[config.mk]
export PLATFORM = sky130hd
export DESIGN_NAME = xml_escape_utf8_encoder
export DESIGN_NICKNAME = d
export VERILOG_FILES = /design/src/sv/xmlu8_pkg.sv /design/src/sv/xmlu8_map.sv /design/src/sv/xml_escape_utf8_encoder.sv
export SDC_FILE = /design/constraint.sdc
export NUM_CORES = 1
export LEC_CHECK = 0
export ABC_CLOCK_PERIOD_IN_PS = 9950
export BUFFER_PORTS_ARGS = -buffer_cell sky130_fd_sc_hd__buf_2
export CAP_MARGIN = 25
export CORE_MARGIN = 2
export CORE_UTILIZATION = 40
export DETAILED_ROUTE_END_ITERATION = 16
export MAX_ROUTING_LAYER = met4
export SLEW_MARGIN = 30
export SYNTH_ARGS = -nofsm -noshare
export SYNTH_HDL_FRONTEND = slang
export SYNTH_HIERARCHICAL = 1
export SYNTH_SLANG_ARGS = --single-unit
[constraint.sdc]
create_clock -name i_clk -period 9.95 [get_ports i_clk]
set_input_delay 1.99 -clock i_clk [delete_from_list [all_inputs] [get_ports i_clk]]
set_output_delay 1.99 -clock i_clk [all_outputs]
set_load 0.02 [all_outputs]
[src/sv/xmlu8_pkg.sv]
// Shared types and constants for the XML-escaping UTF-8 encoder.
// Used by xmlu8_map and xml_escape_utf8_encoder; no dependencies.
package xmlu8_pkg;

    localparam int unsigned UNIT_W  = 16;
    localparam int unsigned CNT_W   = 3;
    localparam int unsigned NBYTES  = 6;

    // Characters replaced by entities
    localparam logic [7:0] CH_AMP  = 8'h26;
    localparam logic [7:0] CH_QUOT = 8'h22;
    localparam logic [7:0] CH_LT   = 8'h3C;
    localparam logic [7:0] CH_GT   = 8'h3E;

    // Range limits and UTF-8 framing
    localparam logic [UNIT_W-1:0] LIM_ONE = 16'h0080;
    localparam logic [UNIT_W-1:0] LIM_TWO = 16'h0800;
    localparam logic [7:0] LEAD_TWO   = 8'hC0;
    localparam logic [7:0] LEAD_THREE = 8'hE0;
    localparam logic [7:0] CONT_MARK  = 8'h80;
    localparam logic [5:0] CONT_MASK  = 6'h3F;

    // Encoded bytes for one code unit, slot 0 first
    typedef struct packed {
        logic [CNT_W-1:0]         count;
        logic [NBYTES-1:0][7:0]   bytes;
    } t_enc;

    // Entity texts, slot 0 in the low byte
    localparam t_enc ENT_AMP  = '{count: 3'd5,
        bytes: {8'h00, 8'h3B, 8'h70, 8'h6D, 8'h61, 8'h26}};
    localparam t_enc ENT_QUOT = '{count: 3'd6,
        bytes: {8'h3B, 8'h74, 8'h6F, 8'h75, 8'h71, 8'h26}};
    localparam t_enc ENT_LT   = '{count: 3'd4,
        bytes: {8'h00, 8'h00, 8'h3B, 8'h74, 8'h6C, 8'h26}};
    localparam t_enc ENT_GT   = '{count: 3'd4,
        bytes: {8'h00, 8'h00, 8'h3B, 8'h74, 8'h67, 8'h26}};

endpackage

[src/sv/xmlu8_map.sv]
// Combinational mapping of one 16-bit code unit to escaped UTF-8 bytes.
// Depends on xmlu8_pkg.
module xmlu8_map (
    input  logic [xmlu8_pkg::UNIT_W-1:0] i_unit,
    output xmlu8_pkg::t_enc              o_enc
);
    import xmlu8_pkg::*;

    always_comb begin
        o_enc = '0;
        if (i_unit < LIM_ONE) begin
            case (i_unit[7:0])
                CH_AMP:  o_enc = ENT_AMP;
                CH_QUOT: o_enc = ENT_QUOT;
                CH_LT:   o_enc = ENT_LT;
                CH_GT:   o_enc = ENT_GT;
                default: begin
                    o_enc.count    = 3'd1;
                    o_enc.bytes[0] = i_unit[7:0];
                end
            endcase
        end else if (i_unit < LIM_TWO) begin
            o_enc.count    = 3'd2;
            o_enc.bytes[0] = LEAD_TWO | {3'b000, i_unit[10:6]};
            o_enc.bytes[1] = CONT_MARK | {2'b00, i_unit[5:0] & CONT_MASK};
        end else begin
            // surrogates land here too, one three-byte sequence each
            o_enc.count    = 3'd3;
            o_enc.bytes[0] = LEAD_THREE | {4'b0000, i_unit[15:12]};
            o_enc.bytes[1] = CONT_MARK | {2'b00, i_unit[11:6] & CONT_MASK};
            o_enc.bytes[2] = CONT_MARK | {2'b00, i_unit[5:0] & CONT_MASK};
        end
    end

endmodule

[src/sv/xml_escape_utf8_encoder.sv]
// UTF-8 encoder with XML entity escaping, one code unit per beat.
// A beat passes through the input reg, then the result reg, before result valid.
// Throughput: one beat per cycle while i_ready stays high; the mapping sits between the two registers.
// Reset (i_rst_n low, synchronous) empties both stages; payload is not reset.
// Depends on xmlu8_pkg and xmlu8_map.
module xml_escape_utf8_encoder (
    input  logic                          i_clk,
    input  logic                          i_rst_n,
    input  logic                          i_valid,
    output logic                          o_ready,
    input  logic [xmlu8_pkg::UNIT_W-1:0]  i_code_unit,
    output logic                          o_valid,
    input  logic                          i_ready,
    output logic [xmlu8_pkg::CNT_W-1:0]   o_byte_count,
    output logic [7:0]                    o_byte_0,
    output logic [7:0]                    o_byte_1,
    output logic [7:0]                    o_byte_2,
    output logic [7:0]                    o_byte_3,
    output logic [7:0]                    o_byte_4,
    output logic [7:0]                    o_byte_5
);
    import xmlu8_pkg::*;

    logic              r_in_vld;
    logic [UNIT_W-1:0] r_in_unit;
    logic              r_out_vld;
    t_enc              r_out;
    t_enc              w_enc;
    logic              w_adv;

    // advance stage 1 into the result register when it is free or draining
    assign w_adv   = !r_out_vld || i_ready;
    assign o_ready = !r_in_vld || w_adv;

    xmlu8_map u_map (
        .i_unit (r_in_unit),
        .o_enc  (w_enc)
    );

    always_ff @(posedge i_clk) begin
        if (!i_rst_n) begin
            r_in_vld  <= 1'b0;
            r_out_vld <= 1'b0;
        end else begin
            if (o_ready) begin
                r_in_vld <= i_valid;
            end
            if (w_adv) begin
                r_out_vld <= r_in_vld;
            end
        end
    end

    always_ff @(posedge i_clk) begin
        if (o_ready && i_valid) begin
            r_in_unit <= i_code_unit;
        end
        if (w_adv && r_in_vld) begin
            r_out <= w_enc;
        end
    end

    assign o_valid      = r_out_vld;
    assign o_byte_count = r_out.count;
    assign o_byte_0     = r_out.bytes[0];
    assign o_byte_1     = r_out.bytes[1];
    assign o_byte_2     = r_out.bytes[2];
    assign o_byte_3     = r_out.bytes[3];
    assign o_byte_4     = r_out.bytes[4];
    assign o_byte_5     = r_out.bytes[5];

    a_count_range: assert property (@(posedge i_clk) disable iff (!i_rst_n)
        o_valid |-> (o_byte_count != 3'd0) && (o_byte_count <= 3'd6))
        else $error("byte count out of range");

    a_single_clean: assert property (@(posedge i_clk) disable iff (!i_rst_n)
        o_valid && (o_byte_count == 3'd1) |->
            (o_byte_1 == 8'h00) && (o_byte_2 == 8'h00) && (o_byte_3 == 8'h00)
            && (o_byte_4 == 8'h00) && (o_byte_5 == 8'h00))
        else $error("unused byte slot not zero");

    a_three_lead: assert property (@(posedge i_clk) disable iff (!i_rst_n)
        o_valid && (o_byte_0[7:4] == 4'hE) |-> (o_byte_count == 3'd3))
        else $error("three-byte lead with wrong count");

    a_stage_moves: assert property (@(posedge i_clk) disable iff (!i_rst_n)
        r_in_vld && w_adv |=> o_valid)
        else $error("stage 1 beat lost on advance");

endmodule

# Word-level counts from Yosys, hierarchy flattened
# Index checks and enable logic that the tools add are counted.
# word_totals
ff_bits	69
in_bits	20
out_inout_bits	53
wordCells	32
# op_classes
order_cmp	2
eq_ne	4
mux	8
reduce_logical	8
# op_table
cell	n
$pmux W38 S4	1
$eq A8 B6 Y1 const B	4
$mux W24	1
$lt A16 B12 Y1 const B	1
$lt A16 B8 Y1 const B	1
$mux W8	2
$mux W14	1
$pmux W3 S3	1
$reduce_or A4 Y1	1
$mux W3	1
$logic_and A1 B1 Y1	2
$logic_not A1 Y1	2
$logic_or A1 B1 Y1	2
$reduce_or A2 Y1	1
$mux W1	1

# Longest topological paths before layout
# Gate-level depths: netlist of run 1.
# logic_depth
ltp_word	4
ltp_mapped	6
depth_no_buf	5

# Hierarchy
# The synthesis of run 1 kept the hierarchy.
# modules_own_cells
mod	n_inst	cells_each	area_per_inst_um2	seq_area_each_um2
xml_escape_utf8_encoder	1	76	2115.8	2052.0
xmlu8_map	1	98	705.7	0.0

# Worst setup path after synthesis of run 1
# OpenSTA, ideal clock, no wires.
# synth_timing
path_type	in2reg
startpoint	in i_ready
endpoint	reg r_out (netlist bit o_byte_0[0]) (enable)
setup_ns	0.465
arrival_ns	4.289
required_ns	9.485
path_slack_ns	5.196
stages	2
n_path_buf	0
path_cell_list	nor2b_4 -> nor2b_1
# synth_between
elab_chain_len	2
# synth_rtl
item	line	source
start, declared	xml_escape_utf8_encoder.sv:13	input logic i_ready,
$logic_or A1 B1 Y1	xml_escape_utf8_encoder.sv:32	assign w_adv = !r_out_vld || i_ready;
$logic_and A1 B1 Y1	xml_escape_utf8_encoder.sv:58	if (w_adv && r_in_vld) begin
end signal, assigned	xml_escape_utf8_encoder.sv:59	r_out <= w_enc;
end, declared	xml_escape_utf8_encoder.sv:27	t_enc r_out;
# Every way passes these cells.
# A chain may end at the register's enable or synchronous reset.

# Worst setup path in the final report of run 1
# layout_timing
startpoint	in i_ready
endpoint	out o_ready
# layout_between
elab_chain_len	2
# layout_rtl
item	line	source
$logic_or A1 B1 Y1	xml_escape_utf8_encoder.sv:32	
$logic_or A1 B1 Y1	xml_escape_utf8_encoder.sv:33	assign o_ready = !r_in_vld || w_adv;
end, declared	xml_escape_utf8_encoder.sv:10	output logic o_ready,
# Every way passes these cells.

==> impl_metrics.prom, run 1 <==
# TYPE chip_impl_metric gauge
chip_impl_metric{name="detailed_place.area",unit="sq um"} 3150
chip_impl_metric{name="clock_power_share",unit="%"} 35.0
chip_impl_metric{name="synth_instances",unit=""} 174
chip_impl_metric{name="track_usage",unit="%"} 13.9
chip_impl_metric{name="grt_pass1_wl",unit="mm"} 7.50
chip_impl_metric{name="die_y",unit="um"} 88.0
chip_impl_metric{name="post-cts-setup-buffers",unit=""} 0
chip_impl_metric{name="clk_pin_slew_worst_paths",unit="ns"} 0.07
chip_impl_metric{name="switching_power",unit="W"} 0.000132
chip_impl_metric{name="die_area",unit="sq um"} 7740
chip_impl_metric{name="first_global_vias",unit=""} 1505
chip_impl_info{name="clock-root-buffer",value="sky130_fd_sc_hd__clkbuf_8"} 1
chip_impl_metric{name="num-nets-final",unit=""} 258
chip_impl_metric{name="core_area",unit="sq um"} 6790
chip_impl_info{name="cp-start-kind",value="input port"} 1
chip_impl_metric{name="largest_net_degree_at_the_start_of_global_routing",unit=""} 52
chip_impl_metric{name="timing.critical_path.required",unit="ns"} 7.96
chip_impl_metric{name="worst_skew_pair.late_latency",unit="ns"} 0.34
chip_impl_metric{name="timing.setup.tns",unit="ns"} 0
chip_impl_metric{name="final_min_period_over_clock_period",unit="%"} 44.3
chip_impl_metric{name="mean_post_synth_cell_area",unit="sq um"} 16.2
chip_impl_metric{name="gp_congestion",unit=""} 0.744
chip_impl_metric{name="detail_route.drc_violations",unit=""} 0
chip_impl_metric{name="synth.top_cell.area_share",unit="%"} 71.3
chip_impl_metric{name="synth-warning-count",unit=""} 6
chip_impl_metric{name="post_route_cells_drive_above_1_share",unit="%"} 43.2
chip_impl_metric{name="synth.cell_area",unit="sq um"} 2820
chip_impl_metric{name="final_cell_area",unit="sq um"} 3330
chip_impl_metric{name="share_comb_of_total_power",unit="%"} 7.1
chip_impl_metric{name="cp_max_fo",unit=""} 2
chip_impl_metric{name="detail_route.first_pass.iterations",unit=""} 4
chip_impl_metric{name="final-seq-area",unit="sq um"} 2050
chip_impl_metric{name="leakagePower",unit="nW"} 1.21
chip_impl_metric{name="final-max-slew-violation-count",unit=""} 0
chip_impl_metric{name="period_needed",unit="ns"} 4.41
chip_impl_metric{name="power.sequential.fraction",unit="%"} 57.9
chip_impl_info{name="cts_tree",value="yes"} 1
chip_impl_metric{name="cts.repair.resized",unit=""} 0
chip_impl_info{name="worst_setup_path_end_kind",value="primary output"} 1
chip_impl_metric{name="worst_ep_arrival_time",unit="ns"} 2.42
chip_impl_metric{name="intPower",unit="W"} 0.000459
chip_impl_metric{name="area_growth",unit="%"} 18.0
chip_impl_info{name="most_frequent_cells_in_the_layout",value="sky130_fd_sc_hd__buf_2 (72), sky130_fd_sc_hd__edfxtp_1 (67), sky130_fd_sc_hd__clkbuf_8 (12)"} 1
chip_impl_metric{name="clock_path_buffers",unit=""} 2
chip_impl_metric{name="synth.yosys.seq_area_share",unit="%"} 72.7
chip_impl_metric{name="insertedDiodeCount",unit=""} 0
chip_impl_metric{name="hpwl",unit="mm"} 3.19
chip_impl_metric{name="power.switching_fraction",unit="%"} 22.3
chip_impl_metric{name="dr_total_vias",unit=""} 1570
chip_impl_metric{name="htree_levels",unit=""} 3
chip_impl_metric{name="globalRoute.totalOverflow",unit=""} 0
chip_impl_metric{name="initial_antenna_violation_count",unit=""} 0
chip_impl_metric{name="achievable-frequency",unit="GHz"} 0.227
chip_impl_metric{name="wl_per_cell",unit="um"} 14.3
chip_impl_metric{name="drv_cap",unit=""} 0
chip_impl_metric{name="antenna_left",unit=""} 0
chip_impl_info{name="final_common_cell",value="sky130_fd_sc_hd__buf_2"} 1
chip_impl_metric{name="wirelength",unit="mm"} 4.85
chip_impl_metric{name="report.final.setup_viol",unit=""} 0
chip_impl_metric{name="placement.io_buffers",unit=""} 72
chip_impl_metric{name="numCtsBuffers",unit=""} 9
chip_impl_metric{name="relSlewSlack",unit="%"} 52.1
chip_impl_metric{name="clock-skew-final",unit="ns"} 0.00757
chip_impl_info{name="run_status",value="finished, final reports clean"} 1
chip_impl_metric{name="report.final.hold_viol_count",unit=""} 0
chip_impl_metric{name="drt-vias-per-instance",unit=""} 4.63
chip_impl_metric{name="initial_utilization",unit="%"} 41.5
chip_impl_info{name="min_path_type",value="reg -> reg"} 1
chip_impl_metric{name="power.density_cell_area",unit="nW/um^2"} 178
chip_impl_metric{name="synth.ff_latch_count",unit=""} 69
chip_impl_metric{name="fillers",unit=""} 619
chip_impl_info{name="netlist.top_cell.by_area",value="sky130_fd_sc_hd__edfxtp_1"} 1
chip_impl_metric{name="maximum_vdd_drop",unit="mV"} 0.0721
chip_impl_metric{name="netlist-cell-type-count",unit=""} 46
chip_impl_info{name="rsz_0062_raised_after_global_routing",value="false"} 1
chip_impl_metric{name="post_cts_hold_buffers",unit=""} 0
chip_impl_metric{name="tightestPinTransition",unit="ns"} 0.714
chip_impl_metric{name="hold_slack",unit="ns"} 0.539
chip_impl_info{name="top_area_cells_in_the_synthesized_netlist",value="sky130_fd_sc_hd__edfxtp_1 (71%), sky130_fd_sc_hd__buf_4 (5.3%), sky130_fd_sc_hd__nor2_1 (1.5%)"} 1
chip_impl_info{name="timing.setup.critical_path_class",value="in -> out"} 1
chip_impl_metric{name="pin_count",unit=""} 73
chip_impl_metric{name="multi_input_area",unit="sq um"} 584
chip_impl_metric{name="clock_sinks",unit=""} 69
chip_impl_metric{name="die_w",unit="um"} 88.0
chip_impl_metric{name="dr.first_iter.drc_count",unit=""} 96
chip_impl_metric{name="row_count",unit=""} 30
per-stage QoR:
step,std cells,util [%],total power [W],setup slack [ns]
4_1_cts,339,49.0,0.000596,5.54
2_1_floorplan,178,-,0.000375,5.20
5_1_grt,339,49.0,0.000615,5.52
3_3_place_gp,323,46.3,0.000390,5.55
3_5_place_dp,323,46.3,0.000391,5.54
6_report,339,49.0,0.000591,5.54
registers in the layout, indices dropped and copies added, names as in the netlist:
register	count
o_byte_0	8
o_byte_1	8
o_byte_2	8
o_byte_3	8
o_byte_4	8
o_byte_5	8
o_byte_count	3
o_valid	1
r_in_unit	16
r_in_vld	1
per-layer routing:
metal / vias to the layer above / track usage, % / part of all wire (%) / wire length [um]
li1: 760 / - / - / -
met3: 9 / 3.86 / 6.6 / 319
met5: - / - / 0 / 0
met1: 737 / 17.4 / 45 / 2170
met4: 0 / 7.55 / 2.1 / 100
met2: 64 / 20.6 / 47 / 2260
critical path, stage by stage:
cell and delay [ns]:
sky130_fd_sc_hd__buf_2 0.12, sky130_fd_sc_hd__nand3b_4 0.15, sky130_fd_sc_hd__buf_2 0.16
worst paths after layout:
kind / start / endpoint / slack, ns / cells past startpoint
worst max-delay path: i_ready / o_ready / 5.54 / 3
worst min-delay path: o_valid$_SDFFE_PN0P_ / r_in_vld$_SDFFE_PN0P_ / 0.54 / 2
worst max register to register: r_in_unit[10]$_DFFE_PP_ / o_byte_5[5]$_DFFE_PP_ / 7.59 / 3
worst min register to register: o_valid$_SDFFE_PN0P_ / r_in_vld$_SDFFE_PN0P_ / 0.54 / 2
synthesized netlist by cell type (all sizes together):
library cell	n
o311ai	3
edfxtp	67
o21bai	3
nand3b	1
or4b	1
a21o	5
and2	1
nand3	5
nor4b	1
or4	2
a21boi	1
o21ai	3
conb	1
nor2b	2
nor2	12
buf	24
o22ai	1
nor3b	1
nand2	10
nor4	2
o21a	3
or2	1
nor3	6
inv	4
and3	1
o22a	3
o211a	1
a31oi	1
dfxtp	2
clkbuf	1
a21oi	4
a311oi	1
area by class of cell:
| cell class | instances | area share [%] |
|---|---|---|
| Clock buffer | 15 | 5.30 |
| Inverter | 4 | 0.451 |
| Clock inverter | 1 | 0.150 |
| Timing Repair Buffer | 74 | 11.3 |
| Tap cell | 96 | 3.61 |
| Sequential cell | 69 | 61.7 |
| Multi-Input combinational cell | 80 | 17.6 |
cells by family after synthesis:
logic type             Yosys count  synth area share, %
DFF                             69                 72.7
and+or+nand+nor                 46                 11.7
AOI/OAI and AO/OA               29                 8.07
buffers and inverters           29                 7.36
other                            1                0.133
power groups by stage:
stage | clock (W) | combinational, W | sequential (W)
finish | 0.000207 | 0.0000417 | 0.000342
global route | 0.000225 | 0.0000456 | 0.000344
CTS | 0.000212 | 0.0000420 | 0.000343
detailed placement | 0 | 0.0000419 | 0.000349
global placement | 0 | 0.0000416 | 0.000348
floorplan | 0 | 0.0000161 | 0.000359
(Power assumes the default switching activity.)
==> run 2: changes to the inputs <==
--- a/config.mk
+++ b/config.mk
@@ -5,13 +5,15 @@
 export SDC_FILE = /design/constraint.sdc
 export NUM_CORES = 1
 export LEC_CHECK = 0
-export ABC_CLOCK_PERIOD_IN_PS = 9950
+export ABC_AREA = 1
+export ABC_CLOCK_PERIOD_IN_PS = 3800
 export BUFFER_PORTS_ARGS = -buffer_cell sky130_fd_sc_hd__buf_2
 export CAP_MARGIN = 25
 export CORE_MARGIN = 2
 export CORE_UTILIZATION = 40
 export DETAILED_ROUTE_END_ITERATION = 16
 export MAX_ROUTING_LAYER = met4
+export PLACE_DENSITY = 0.65
 export SLEW_MARGIN = 30
 export SYNTH_ARGS = -nofsm -noshare
 export SYNTH_HDL_FRONTEND = slang
==> constraint.sdc (replaced) <==
create_clock -name i_clk -period 3.8 [get_ports i_clk]
set_input_delay 0.76 -clock i_clk [delete_from_list [all_inputs] [get_ports i_clk]]
set_output_delay 0.76 -clock i_clk [all_outputs]
set_load 0.02 [all_outputs]
==> impl_metrics.prom, run 2 <==
# TYPE chip_impl_metric gauge
chip_impl_metric{name="gp_congestion",unit=""} 0.858
chip_impl_metric{name="worst_skew_pair.late_latency",unit="ns"} 0.33
chip_impl_info{name="most_frequent_cells_in_the_layout",value="sky130_fd_sc_hd__buf_2 (72), sky130_fd_sc_hd__edfxtp_1 (67), sky130_fd_sc_hd__nand2_1 (39)"} 1
chip_impl_metric{name="hpwl",unit="mm"} 3.41
chip_impl_metric{name="antenna_left",unit=""} 0
chip_impl_metric{name="detail_route.first_pass.iterations",unit=""} 4
chip_impl_metric{name="post_cts_hold_buffers",unit=""} 0
chip_impl_metric{name="htree_levels",unit=""} 3
chip_impl_metric{name="largest_net_degree_at_the_start_of_global_routing",unit=""} 28
chip_impl_metric{name="pin_count",unit=""} 73
chip_impl_metric{name="drv_cap",unit=""} 0
chip_impl_metric{name="cts.repair.resized",unit=""} 0
chip_impl_metric{name="placement.io_buffers",unit=""} 72
chip_impl_info{name="worst_setup_path_end_kind",value="flip-flop"} 1
chip_impl_info{name="run_status",value="finished, final reports clean"} 1
chip_impl_info{name="cp_slowest_cell",value="sky130_fd_sc_hd__a21oi_4"} 1
chip_impl_metric{name="detail_route.drc_violations",unit=""} 0
chip_impl_info{name="synth.cells.most_frequent",value="sky130_fd_sc_hd__edfxtp_1 (67), sky130_fd_sc_hd__nand2_1 (39), sky130_fd_sc_hd__inv_1 (22), sky130_fd_sc_hd__buf_4 (20), sky130_fd_sc_hd__nor2_1 (11)"} 1
chip_impl_metric{name="die_w",unit="um"} 89.3
chip_impl_metric{name="clk_pin_slew_worst_paths",unit="ns"} 0.07
chip_impl_metric{name="synth-warning-count",unit=""} 6
chip_impl_metric{name="area_growth",unit="%"} 19.5
chip_impl_info{name="rsz_0062_raised_after_global_routing",value="false"} 1
chip_impl_metric{name="fillers",unit=""} 692
chip_impl_info{name="holdCritStartpoint",value="r_in_vld$_SDFFE_PN0P_"} 1
chip_impl_info{name="gr-max-usage-layer",value="met2"} 1
chip_impl_info{name="clock-root-buffer",value="sky130_fd_sc_hd__clkbuf_8"} 1
chip_impl_metric{name="netlist-cell-type-count",unit=""} 25
chip_impl_metric{name="drt-vias-per-instance",unit=""} 4.31
chip_impl_metric{name="row_count",unit=""} 31
chip_impl_info{name="netlist.top_cell.by_area",value="sky130_fd_sc_hd__edfxtp_1"} 1
chip_impl_metric{name="synth.ff_latch_count",unit=""} 69
chip_impl_metric{name="final-max-slew-violation-count",unit=""} 0
chip_impl_metric{name="timing.setup.tns",unit="ns"} 0
chip_impl_metric{name="core_area",unit="sq um"} 7140
chip_impl_metric{name="dr_total_vias",unit=""} 1668
chip_impl_info{name="max_flop_register",value="r_in_unit"} 1
chip_impl_metric{name="initial_utilization",unit="%"} 40.8
chip_impl_metric{name="timing.critical_path.required",unit="ns"} 3.80
chip_impl_info{name="crit_start",value="i_ready"} 1
chip_impl_metric{name="clock-skew-final",unit="ns"} 0.00403
chip_impl_info{name="timing.setup.critical_path_class",value="in -> reg"} 1
chip_impl_metric{name="async_flop_share",unit="%"} 0
chip_impl_metric{name="critical-path-max-stage-delay",unit="ns"} 0.68
chip_impl_info{name="cts_tree",value="yes"} 1
chip_impl_info{name="cp-start-kind",value="input port"} 1
chip_impl_metric{name="finalCoreUtilization",unit="%"} 48.7
chip_impl_metric{name="mean_post_synth_cell_area",unit="sq um"} 13.4
chip_impl_info{name="top_area_cells_in_the_synthesized_netlist",value="sky130_fd_sc_hd__edfxtp_1 (69%), sky130_fd_sc_hd__buf_4 (5.2%), sky130_fd_sc_hd__nand2_1 (5.0%)"} 1
chip_impl_metric{name="largest_reg_flops",unit=""} 16
chip_impl_metric{name="synth.yosys.seq_area_share",unit="%"} 70.5
chip_impl_metric{name="maximum_vdd_drop",unit="mV"} 0.199
chip_impl_metric{name="insertedDiodeCount",unit=""} 0
chip_impl_info{name="synth_ff_type",value="sky130_fd_sc_hd__edfxtp_1"} 1
chip_impl_metric{name="synth.top_cell.area_share",unit="%"} 69.1
chip_impl_metric{name="synth_instances",unit=""} 217
chip_impl_metric{name="grt_use_met1",unit="%"} 15.5
chip_impl_info{name="crit_path_cell_trace",value="buf_2 -> inv_1 -> a21oi_4 -> buf_4"} 1
chip_impl_metric{name="numCtsBuffers",unit=""} 9
chip_impl_metric{name="dr.first_iter.drc_count",unit=""} 110
chip_impl_metric{name="first_global_vias",unit=""} 1586
chip_impl_metric{name="final_min_period_over_clock_period",unit="%"} 53.5
chip_impl_metric{name="synth-edff-count",unit=""} 67
chip_impl_metric{name="report.final.hold_viol_count",unit=""} 0
chip_impl_metric{name="grt.met2_usage",unit="%"} 20.5
chip_impl_metric{name="post-cts-setup-buffers",unit=""} 0
chip_impl_metric{name="post_route_cells_drive_above_1_share",unit="%"} 41.3
chip_impl_metric{name="globalRoute.totalOverflow",unit=""} 0
chip_impl_metric{name="groute.layer.met3.usage",unit="%"} 4.25
chip_impl_metric{name="clock_sinks",unit=""} 69
chip_impl_metric{name="relSlewSlack",unit="%"} 44.5
chip_impl_metric{name="clock_path_buffers",unit=""} 2
chip_impl_metric{name="wl_per_cell",unit="um"} 12.1
chip_impl_metric{name="initial_antenna_violation_count",unit=""} 0
chip_impl_metric{name="cp_max_fo",unit=""} 27
chip_impl_metric{name="synth.cell_area",unit="sq um"} 2910
chip_impl_metric{name="tightestPinTransition",unit="ns"} 0.831
chip_impl_info{name="final_common_cell",value="sky130_fd_sc_hd__buf_2"} 1
chip_impl_metric{name="num-nets-final",unit=""} 303
chip_impl_metric{name="achievable-frequency",unit="GHz"} 0.491
chip_impl_metric{name="grt_pass1_wl",unit="mm"} 7.42
chip_impl_metric{name="die_area",unit="sq um"} 7980
chip_impl_metric{name="wirelength",unit="mm"} 4.68
chip_impl_metric{name="period_needed",unit="ns"} 2.03
chip_impl_metric{name="worst_ep_arrival_time",unit="ns"} 2.04
chip_impl_metric{name="report.final.setup_viol",unit=""} 0
chip_impl_metric{name="track_usage",unit="%"} 13.6
chip_impl_metric{name="die_y",unit="um"} 89.3
chip_impl_info{name="post-synth-top-count-cell",value="sky130_fd_sc_hd__edfxtp_1"} 1
chip_impl_info{name="rr_startpoint",value="r_in_vld$_SDFFE_PN0P_"} 1
chip_impl_info{name="min_path_type",value="reg -> reg"} 1
chip_impl_metric{name="power.density_cell_area",unit="nW/um^2"} 480
chip_impl_metric{name="leakagePower",unit="nW"} 1.53
-- run 2: per-layer routing --
metal,vias up,wire (um)
met1,753,2020
met5,-,0
li1,844,-
met2,59,2270
met4,0,132
met3,12,256
-- run 2: worst paths after layout --
kind                           endpoint  slack, ns  cells past startpoint
setup / recovery  o_byte_1[0]$_DFFE_PP_       1.77                      4
hold / removal    r_in_vld$_SDFFE_PN0P_       0.50                      2
setup reg to reg  o_byte_1[0]$_DFFE_PP_       1.96                      3
hold reg to reg   r_in_vld$_SDFFE_PN0P_       0.50                      2
-- run 2: final cells by class --
cell class                 count  area [sq um]  area share, %
inverter                      26          97.6           2.81
timing repair buffer          73           368           10.6
sequential                    69          2050           59.0
clock buffer                  11           131           3.78
multi-input combinational    104           607           17.4
tap                           99           124           3.56
clock inverter                 5          98.8           2.84
-- run 2: kinds of logic (layout without fill, tap and decap cells) --
| group | Yosys count | in the layout | synth area share (%) |
|---|---|---|---|
| AO/OA/AOI/OAI | 29 | 29 | 6.40 |
| buffers and inverters | 48 | 115 | 9.58 |
| flip-flops | 69 | 69 | 70.5 |
| other | 1 | 5 | 0.129 |
| AND/OR/NAND/NOR | 70 | 70 | 13.4 |
-- run 2: power by group --
group | total (W) | switching, W | internal (W)
combinational | 0.000105 | 0.0000721 | 0.0000327
sequential | 0.000884 | 0.0000155 | 0.000869
clock | 0.000680 | 0.000247 | 0.000433
-- run 2: critical path, delay by kind of cell --
| kind | cells | cell delay, ns |
|---|---|---|
| compound gates | 1 | 0.68 |
| buf+inv | 3 | 0.59 |
-- run 2: through the flow --
step	cells	hold slack [ns]	power [W]	worst slack, ns	cell area (sq um)
after floorplan	221	0.461	0.000971	0.0139	2930
after global placement	371	0.487	0.00101	1.43	3250
after detailed placement	371	0.498	0.00101	1.40	3250
after CTS	387	0.504	0.00170	1.75	3480
after global routing	387	0.534	0.00174	1.69	3480
final	387	0.500	0.00167	1.77	3480
==> run 3: changes to the inputs <==
--- a/config.mk
+++ b/config.mk
@@ -6,7 +6,7 @@
 export NUM_CORES = 1
 export LEC_CHECK = 0
 export ABC_AREA = 1
-export ABC_CLOCK_PERIOD_IN_PS = 3800
+export ABC_CLOCK_PERIOD_IN_PS = 1650
 export BUFFER_PORTS_ARGS = -buffer_cell sky130_fd_sc_hd__buf_2
 export CAP_MARGIN = 25
 export CORE_MARGIN = 2
==> constraint.sdc (replaced) <==
create_clock -name i_clk -period 1.65 [get_ports i_clk]
set_input_delay 0.33 -clock i_clk [delete_from_list [all_inputs] [get_ports i_clk]]
set_output_delay 0.33 -clock i_clk [all_outputs]
set_load 0.02 [all_outputs]
==> impl_metrics.prom, run 3 (synthesized netlist as in run 2, its figures left out) <==
# TYPE chip_impl_metric gauge
chip_impl_metric{name="track_usage",unit="%"} 13.8
chip_impl_metric{name="maximum_vdd_drop",unit="mV"} 0.529
chip_impl_metric{name="htree_levels",unit=""} 3
chip_impl_metric{name="placement.io_buffers",unit=""} 72
chip_impl_metric{name="numCtsBuffers",unit=""} 9
chip_impl_metric{name="place.detailed.instances",unit=""} 373
chip_impl_info{name="max_flop_register",value="r_in_unit"} 1
chip_impl_info{name="most_frequent_cells_in_the_layout",value="sky130_fd_sc_hd__buf_2 (72), sky130_fd_sc_hd__edfxtp_1 (67), sky130_fd_sc_hd__nand2_1 (38)"} 1
chip_impl_metric{name="detailed_place.area",unit="sq um"} 3280
chip_impl_metric{name="die_w",unit="um"} 89.3
chip_impl_metric{name="timing.critical_path.required",unit="ns"} 1.72
chip_impl_info{name="final_common_cell",value="sky130_fd_sc_hd__buf_2"} 1
chip_impl_info{name="min_path_type",value="in -> reg"} 1
chip_impl_metric{name="clock-skew-final",unit="ns"} 0.0113
chip_impl_info{name="cts_tree",value="yes"} 1
chip_impl_metric{name="dr_total_vias",unit=""} 1692
chip_impl_metric{name="drt-vias-per-instance",unit=""} 4.28
chip_impl_metric{name="area_growth",unit="%"} 21.1
chip_impl_metric{name="detail_route.first_pass.iterations",unit=""} 4
chip_impl_info{name="run_status",value="finished, final reports clean"} 1
chip_impl_metric{name="worst_ep_arrival_time",unit="ns"} 1.61
chip_impl_metric{name="globalRoute.totalOverflow",unit=""} 0
chip_impl_metric{name="die_y",unit="um"} 89.3
chip_impl_info{name="cp-start-kind",value="flip-flop"} 1
chip_impl_info{name="crit_top_cell",value="sky130_fd_sc_hd__nand2_2"} 1
chip_impl_metric{name="clock_path_buffers",unit=""} 2
chip_impl_metric{name="period_needed",unit="ns"} 1.54
chip_impl_metric{name="grt_pass1_wl",unit="mm"} 7.58
chip_impl_metric{name="finish.cell_count_without_fillers",unit=""} 395
chip_impl_metric{name="final_min_period_over_clock_period",unit="%"} 93.4
chip_impl_metric{name="cp_max_fo",unit=""} 9
chip_impl_metric{name="pin_count",unit=""} 73
chip_impl_metric{name="largest_net_degree_at_the_start_of_global_routing",unit=""} 52
chip_impl_metric{name="drv_cap",unit=""} 0
chip_impl_metric{name="relSlewSlack",unit="%"} 60.8
chip_impl_metric{name="number_of_cell_instances_on_the_worst_register_to_register_path",unit=""} 6
chip_impl_metric{name="worst_skew_pair.late_latency",unit="ns"} 0.34
chip_impl_metric{name="report.final.setup_viol",unit=""} 0
chip_impl_metric{name="row_count",unit=""} 31
chip_impl_metric{name="initial_utilization",unit="%"} 40.8
chip_impl_metric{name="wirelength",unit="mm"} 4.73
chip_impl_metric{name="num-nets-final",unit=""} 312
chip_impl_metric{name="leakagePower",unit="nW"} 1.56
chip_impl_metric{name="post_route_cells_drive_above_1_share",unit="%"} 43.2
chip_impl_metric{name="dr.first_iter.drc_count",unit=""} 79
chip_impl_metric{name="detail_route.drc_violations",unit=""} 0
chip_impl_metric{name="critical-path-max-stage-delay",unit="ns"} 0.43
chip_impl_metric{name="clk_pin_slew_worst_paths",unit="ns"} 0.07
chip_impl_metric{name="first_global_vias",unit=""} 1571
chip_impl_metric{name="achievable-frequency",unit="GHz"} 0.649
chip_impl_metric{name="antenna_left",unit=""} 0
chip_impl_info{name="rsz_0062_raised_after_global_routing",value="false"} 1
chip_impl_metric{name="final_cell_area",unit="sq um"} 3520
chip_impl_info{name="timing.setup.critical_path_class",value="reg -> reg"} 1
chip_impl_metric{name="finalCoreUtilization",unit="%"} 49.4
chip_impl_metric{name="core_area",unit="sq um"} 7140
chip_impl_metric{name="placement.setup.worst_slack",unit="ns"} 0.0102
chip_impl_metric{name="die_area",unit="sq um"} 7980
chip_impl_metric{name="finalWorstSetupSlack",unit="ns"} 0.109
chip_impl_metric{name="post_cts_hold_buffers",unit=""} 0
chip_impl_metric{name="initial_antenna_violation_count",unit=""} 0
chip_impl_metric{name="hold_slack",unit="ns"} 0.164
chip_impl_metric{name="largest_reg_flops",unit=""} 16
chip_impl_metric{name="gp_congestion",unit=""} 0.915
chip_impl_metric{name="wl_per_cell",unit="um"} 12.0
chip_impl_metric{name="final-max-slew-violation-count",unit=""} 0
chip_impl_metric{name="report.final.hold_viol_count",unit=""} 0
chip_impl_metric{name="tightestPinTransition",unit="ns"} 0.587
chip_impl_metric{name="power.density_cell_area",unit="nW/um^2"} 999
chip_impl_info{name="worst_setup_path_end_kind",value="flip-flop"} 1
chip_impl_info{name="crit_path_cell_trace",value="nor2_4 -> nand2_2 -> nor2_8 -> nand2_2 -> nor2_1 -> a21oi_2"} 1
chip_impl_metric{name="insertedDiodeCount",unit=""} 0
chip_impl_metric{name="clock_sinks",unit=""} 69
chip_impl_metric{name="hpwl",unit="mm"} 3.43
chip_impl_metric{name="hold_depth",unit=""} 1
chip_impl_info{name="cp_slowest_cell",value="sky130_fd_sc_hd__edfxtp_1"} 1
chip_impl_metric{name="fillers",unit=""} 694
chip_impl_info{name="clock-root-buffer",value="sky130_fd_sc_hd__clkbuf_8"} 1
[run 3: cell types whose count changed in the layout (fill, tap and decap cells not counted), sizes merged]
| cell | delta |
|---|---|
| buf | +9 |
| bufinv | -2 |
| clkbuf | +1 |
[run 3: cell type report]
type,count,area [sq um],area share (%)
timing repair buffer,82,460,13.1
multi-input combinational,104,617,17.5
clock inverter,3,37.5,1.06
tap,99,124,3.51
clock buffer,12,135,3.83
sequential,69,2050,58.3
inverter,26,97.6,2.77
[run 3: timing repair]
item	in CTS	in global routing
endpoints found under the setup margin	1	24
buffers inserted	0	7
pin swaps	1	2
resized for setup	0	3
[run 3: worst paths after layout]
| kind | endpoint | slack, ns | startpoint |
|---|---|---|---|
| hold reg to reg | o_valid$_SDFFE_PN0P_ | 0.50 | o_valid$_SDFFE_PN0P_ |
| setup reg to reg | o_byte_0[1]$_DFFE_PP_ | 0.11 | r_in_unit[12]$_DFFE_PP_ |
| hold / removal | r_in_unit[14]$_DFFE_PP_ | 0.16 | i_code_unit[14] |
| setup / recovery | o_byte_0[1]$_DFFE_PP_ | 0.11 | r_in_unit[12]$_DFFE_PP_ |
[run 3: power by group]
| part | internal [W] | switching (W) | total (W) |
|---|---|---|---|
| registers | 0.00200 | 0.0000339 | 0.00203 |
| clock network | 0.000682 | 0.000549 | 0.00123 |
| logic | 0.0000842 | 0.000171 | 0.000255 |
[run 3: layer usage]
metal	GRT usage, %	routed length [um]	vias to the layer above
met3	4.71	359	9
met1	15.9	1930	757
met4	7.33	85	0
met5	-	0	-
met2	21.3	2350	66
li1	-	-	860
[run 3: worst max-delay path: cells and delay by family, from the launching register on]
family / cells / cell delay [ns]
flops: 1 / 0.43
simple gates: 5 / 0.77
compound gates: 1 / 0.08
[run 3: metrics by stage]
step	TNS [ns]	total power (W)
finish	0	0.00352
global route	0	0.00367
CTS	0	0.00356
detailed placement	0	0.00233
global placement	0	0.00232
floorplan	-2.94	0.00224
